File: config.mk
export PLATFORM = sky130hd
export DESIGN_NAME = wtob_ctrl
export DESIGN_NICKNAME = d
export VERILOG_FILES = /design/src/hdl/wtob_pkg.sv /design/src/hdl/wtob_ctrl.sv
export SDC_FILE = /design/constraint.sdc
export NUM_CORES = 1
export LEC_CHECK = 0
export BUFFER_PORTS_ARGS = -buffer_cell sky130_fd_sc_hd__buf_2
export CAP_MARGIN = 20
export CORE_ASPECT_RATIO = 1.5
export CORE_MARGIN = 3
export CORE_UTILIZATION = 35
export CTS_BUF_LIST = sky130_fd_sc_hd__clkbuf_8
export CTS_CLUSTER_DIAMETER = 80
export DETAILED_ROUTE_END_ITERATION = 7
export GPL_TIMING_DRIVEN = 0
export PLACE_DENSITY = 0.6
export SKIP_LAST_GASP = 1
export SLEW_MARGIN = 20
export SYNTH_ARGS = -nofsm -noshare
export SYNTH_HDL_FRONTEND = slang
export SYNTH_SLANG_ARGS = --single-unit
File: constraint.sdc
create_clock -name clk -period 2.1 [get_ports clk]
set_input_delay 0.105 -clock clk [delete_from_list [all_inputs] [get_ports clk]]
set_output_delay 0.105 -clock clk [all_outputs]
set_load 0.05 [all_outputs]
File: src/hdl/wtob_pkg.sv
// Shared types and constants of the wavetable oscillator bank.
// Used by the controller, the datapath and the top level; no dependencies.
package wtob_pkg;

  localparam logic [30:0] Q30_ONE    = 31'h4000_0000;
  localparam logic [30:0] HALF_PI_Q30 = 31'd1686629713;
  // Quarter-wave magnitude table holds entries 0 through 2048.
  localparam logic [11:0] QROM_LAST  = 12'd2048;

  localparam logic [2:0] CFG_AMP_THRESHOLD   = 3'd0;
  localparam logic [2:0] CFG_FREQ_SCALE      = 3'd1;
  localparam logic [2:0] CFG_ACTIVE_CHANNELS = 3'd2;
  localparam logic [2:0] CFG_HOP_LENGTH      = 3'd3;
  localparam logic [2:0] CFG_TABLE_GAIN      = 3'd4;

  typedef struct packed {
    logic [15:0] amp_threshold;
    logic [31:0] freq_scale;
    logic [9:0]  active_channels;
    logic [12:0] hop_length;
    logic [12:0] table_gain;
  } cfg_t;

  typedef struct packed {
    logic [31:0]        phase;
    logic [31:0]        amp_now;
    logic signed [32:0] amp_step;
    logic signed [31:0] freq_now;
    logic signed [32:0] freq_step;
    logic [15:0]        amp_target;
    logic signed [31:0] freq_target;
    logic [12:0]        ramp_left;
    logic               active;
  } chan_rec_t;

  typedef struct packed {
    logic take;
    logic tk_start;
    logic clr_step;
    logic rom_x;
    logic rom_x2;
    logic rom_mul;
    logic rom_div_start;
    logic rom_div_take;
    logic rom_fin;
    logic ld_read;
    logic ld_eval;
    logic ld_da_take;
    logic ld_df_take;
    logic tk_issue;
    logic out_load;
  } cmd_t;

  typedef struct packed {
    logic clr_last;
    logic rom_last;
    logic k_last;
    logic div_done;
    logic ld_skip;
    logic ld_silent;
    logic chan_last;
    logic pipe_empty;
  } stat_t;

  // Taylor divisor (2k-1)*2k for term k of the cosine series.
  function automatic logic [12:0] taylor_div(input logic [2:0] k);
    logic [12:0] r;
    unique case (k)
      3'd1:    r = 13'd2;
      3'd2:    r = 13'd12;
      3'd3:    r = 13'd30;
      3'd4:    r = 13'd56;
      3'd5:    r = 13'd90;
      3'd6:    r = 13'd132;
      3'd7:    r = 13'd182;
      default: r = 13'd1;
    endcase
    return r;
  endfunction

endpackage

File: src/hdl/wtob_ctrl.sv
// Sequencing state machine of the oscillator bank.
// Depends on wtob_pkg for the command and status structs.
module wtob_ctrl import wtob_pkg::*; (
  input  logic  clk,
  input  logic  rst,
  input  logic  in_valid,
  input  logic  in_mode,
  input  logic  out_free,
  input  stat_t stat,
  output logic  in_ready,
  output cmd_t  cmd
);

  typedef enum logic [14:0] {
    S_CLR    = 15'h0001,
    S_RX     = 15'h0002,
    S_RX2    = 15'h0004,
    S_RMUL   = 15'h0008,
    S_RDIV   = 15'h0010,
    S_RWAIT  = 15'h0020,
    S_RFIN   = 15'h0040,
    S_IDLE   = 15'h0080,
    S_LRD    = 15'h0100,
    S_LEVAL  = 15'h0200,
    S_LDA    = 15'h0400,
    S_LDF    = 15'h0800,
    S_TRUN   = 15'h1000,
    S_TDRAIN = 15'h2000,
    S_TOUT   = 15'h4000
  } state_t;

  state_t state, state_next;

  always_ff @(posedge clk) begin
    if (rst) begin
      state <= S_CLR;
    end else begin
      state <= state_next;
    end
  end

  assign in_ready = (state == S_IDLE);

  always_comb begin
    cmd        = '0;
    state_next = state;
    unique case (state)
      S_CLR: begin
        cmd.clr_step = 1'b1;
        if (stat.clr_last) state_next = S_RX;
      end
      S_RX: begin
        cmd.rom_x  = 1'b1;
        state_next = S_RX2;
      end
      S_RX2: begin
        cmd.rom_x2 = 1'b1;
        state_next = S_RMUL;
      end
      S_RMUL: begin
        cmd.rom_mul = 1'b1;
        state_next  = S_RDIV;
      end
      S_RDIV: begin
        cmd.rom_div_start = 1'b1;
        state_next        = S_RWAIT;
      end
      S_RWAIT: begin
        if (stat.div_done) begin
          cmd.rom_div_take = 1'b1;
          state_next       = stat.k_last ? S_RFIN : S_RMUL;
        end
      end
      S_RFIN: begin
        cmd.rom_fin = 1'b1;
        state_next  = stat.rom_last ? S_IDLE : S_RX;
      end
      S_IDLE: begin
        if (in_valid) begin
          cmd.take = 1'b1;
          if (in_mode) begin
            cmd.tk_start = 1'b1;
            state_next   = S_TRUN;
          end else begin
            state_next = S_LRD;
          end
        end
      end
      S_LRD: begin
        if (stat.ld_skip) begin
          state_next = S_IDLE;
        end else begin
          cmd.ld_read = 1'b1;
          state_next  = S_LEVAL;
        end
      end
      S_LEVAL: begin
        cmd.ld_eval = 1'b1;
        state_next  = stat.ld_silent ? S_IDLE : S_LDA;
      end
      S_LDA: begin
        if (stat.div_done) begin
          cmd.ld_da_take = 1'b1;
          state_next     = S_LDF;
        end
      end
      S_LDF: begin
        if (stat.div_done) begin
          cmd.ld_df_take = 1'b1;
          state_next     = S_IDLE;
        end
      end
      S_TRUN: begin
        cmd.tk_issue = 1'b1;
        if (stat.chan_last) state_next = S_TDRAIN;
      end
      S_TDRAIN: begin
        if (stat.pipe_empty) state_next = S_TOUT;
      end
      S_TOUT: begin
        if (out_free) begin
          cmd.out_load = 1'b1;
          state_next   = S_IDLE;
        end
      end
      default: state_next = S_CLR;
    endcase
  end

endmodule

==> impl_metrics.ini <==
[placement]
place_ws_ns = -0.229
hpwl_um = 2520
dpl-instance-area_mm2 = 0.00136
dp.cells = 207
port_buffers = 28
place_congestion = 0.855

[drt]
wl_per_cell_um = 15.4
drt.antenna.violating_nets = 0
drt_iter0_markers = 46
drc = 0
routed_via_density = 5.60
firstDrtPassIters = 4
wl_um = 3400
dr_total_vias = 1238

[power_and_ir_drop]
p_total_mw = 0.811
seqPwrFrac_pct = 38.3
p_per_area_mw_per_mm2 = 495
p_leak_nw = 0.711
ir_worst_vdd_v = 0.000450
comb_power_share_pct = 32.2
intPower_mw = 0.533
netSwitchingPower_mw = 0.278
p_sw_share_pct = 34.3
clkPwrFrac_pct = 29.5

[timing]
finalClockSkew_ns = 0.00677
finalWorstSetupSlack_ns = -0.112
fin_crit_ns = 2.21
hold_viol = 0
fin_crit_sh_pct = 105
fmax_ghz = 0.452
max_slew.worst_pin.slew_ns = 0.478
drv_slew = 0
hold-worst-slack_ns = 0.115
setup_viol_count_final = 7
relSlewSlack_pct = 68.0
rsz0062_at_grt = yes

[global_route]
grtUsageTotal_pct = 18.1
overflow = 0
grt_max_degree = 11
grt_pass1_wl_um = 5250
met2_usage_pct = 31.6
met3_usage_pct = 2.57
antenna_found_initial = 0
grt_pass1_vias = 1112
use_met1_pct = 21.0
grt_busiest_layer = met2

[final_layout]
finalNonFillerCells = 221
final_common_cell = buf_2
final_cell_mix = buf_2, buf_4, nor2_1
largest_reg_flops = 15
layout.nets = 196
drive_gt1_share_pct = 47.3
fin_area_mm2 = 0.00164
final.fill_count = 275
top_register = state
reg_top3 = state: 15 flops
synthToLayoutAreaGrowth_pct = 46.7
n_antenna_cell = 0

[clock_tree]
cts_buffers = 3
cts_tree = yes
htree_levels = 1
cts.reportedPaths.clkPinSlew_ns = 0.07
cts-root-buf = clkbuf_8
cts_sinks = 15
insertion_delay_ns = 0.26
clockBufferDepth = 2

[critical_path]
worstPathArrival_ns = 2.11
path_max_fanout = 6
path_class = flop to output port
reg2reg_slack_ns = -0.01
reg2reg_from = state[12]
crit_start = state[13]
critPathCaptureType = output port
worst_ep_required_time_ns = 2.00
worstSetupStartpointType = flop

[floorplan]
rows = 24
die_h_um = 75.2
core_mm2 = 0.00297
die_w_um = 52.1
start_util_pct = 37.5
dieArea_mm2 = 0.00392
ios = 29

[logic_synthesis]
synth_compound_area_share_pct = 17.4
syn_avg_cell_area_um2 = 7.97
syn-num-nets = 153
async_flop_share_pct = 0
syn_area_mm2 = 0.00112
synth_xor_area_share_pct = 3.92
ys.flop_type = dfxtp_1
synth_top_family_by_area = simple AND/OR/NAND/NOR gates
synth_edf_count = 0
netlist_instances = 140
synth_cell_types = 47
seq_area_frac_synth_pct = 26.9
synthMuxAreaShare_pct = 0
synth_simple_gate_area_share_pct = 46.0
synth_warnings = 0
synth-seq-cells = 15
synthAdderAreaFrac_pct = 0

[run_status]
violations = negative setup slack
status = finished, violations left

[hold_path]
hp-class = input pin to flop
hold_start = rst

[run]
max_cap_violations = 0
power by group through the flow:
stage / combinational, mW / clock [mW] / sequential, mW
final: 0.261 / 0.239 / 0.310
after global routing: 0.285 / 0.257 / 0.312
after CTS: 0.248 / 0.246 / 0.313
after detailed placement: 0.217 / 0 / 0.313
after global placement: 0.213 / 0 / 0.312
after floorplan: 0.157 / 0 / 0.310
cell type report:
| class | instances | area [um2] | area share, % |
|---|---|---|---|
| buffer | 4 | 26.3 | 1.60 |
| timing repair buffer | 41 | 303 | 18.5 |
| sequential | 15 | 320 | 19.6 |
| multi-input combinational | 111 | 867 | 52.9 |
| tap | 39 | 48.8 | 2.98 |
| clock buffer | 3 | 41.3 | 2.52 |
| inverter | 7 | 26.3 | 1.60 |
| clock inverter | 1 | 5.00 | 0.306 |
final timing paths:
check | cells past startpoint | to
setup / recovery | 5 | cmd[13]
hold reg to reg | 2 | state[2]
hold / removal | 2 | state[7]
setup reg to reg | 7 | state[6]
cell usage after synthesis (3+ instances only):
cell type	instances	area, um2
nor2_1	16	60.1
dfxtp_1	15	300
nand2_1	10	37.5
inv_1	7	26.3
a21oi_1	6	30.0
nand2b_1	6	37.5
nor3_1	6	30.0
and2_1	5	31.3
nor4_1	5	31.3
and4b_1	4	40.0
buf_2	4	20.0
xor2_1	4	35.0
and3_1	3	18.8
and4_1	3	26.3
nand4_1	3	18.8
o21ai_0	3	15.0
worst max-delay path, cell delays in order (launching register included):
cell and delay [ns]:
dfxtp_4 0.35, or4_4 0.57, nor3_4 0.31, and3_4 0.29, and3_4 0.19, buf_8 0.14
stage by stage:
stage / utilization [%] / setup TNS [ns]
6_report: 55.1 / -0.391
5_1_grt: 55.1 / -1.78
4_1_cts: 51.7 / -0.297
3_5_place_dp: 45.6 / -1.33
3_3_place_gp: 45.6 / -0.950
2_1_floorplan: - / -0.556
layer usage:
layer / wire, um / up-vias
met1: 1370 / 587
met4: 101 / 0
li1: - / 601
met5: 0 / -
met2: 1770 / 43
met3: 157 / 7
cells by family after synthesis:
group,count (synthesis)
simple gates,81
compound gates,25
flops,15
buf+inv,14
xor+xnor,5
repair_timing:
action	4_1_cts	5_1_grt
pin swaps	10	10
resized for setup	33	18
setup endpoints to repair	24	26
hold buffers	0	0
setup buffers	6	7
(Power assumes the default switching activity.)
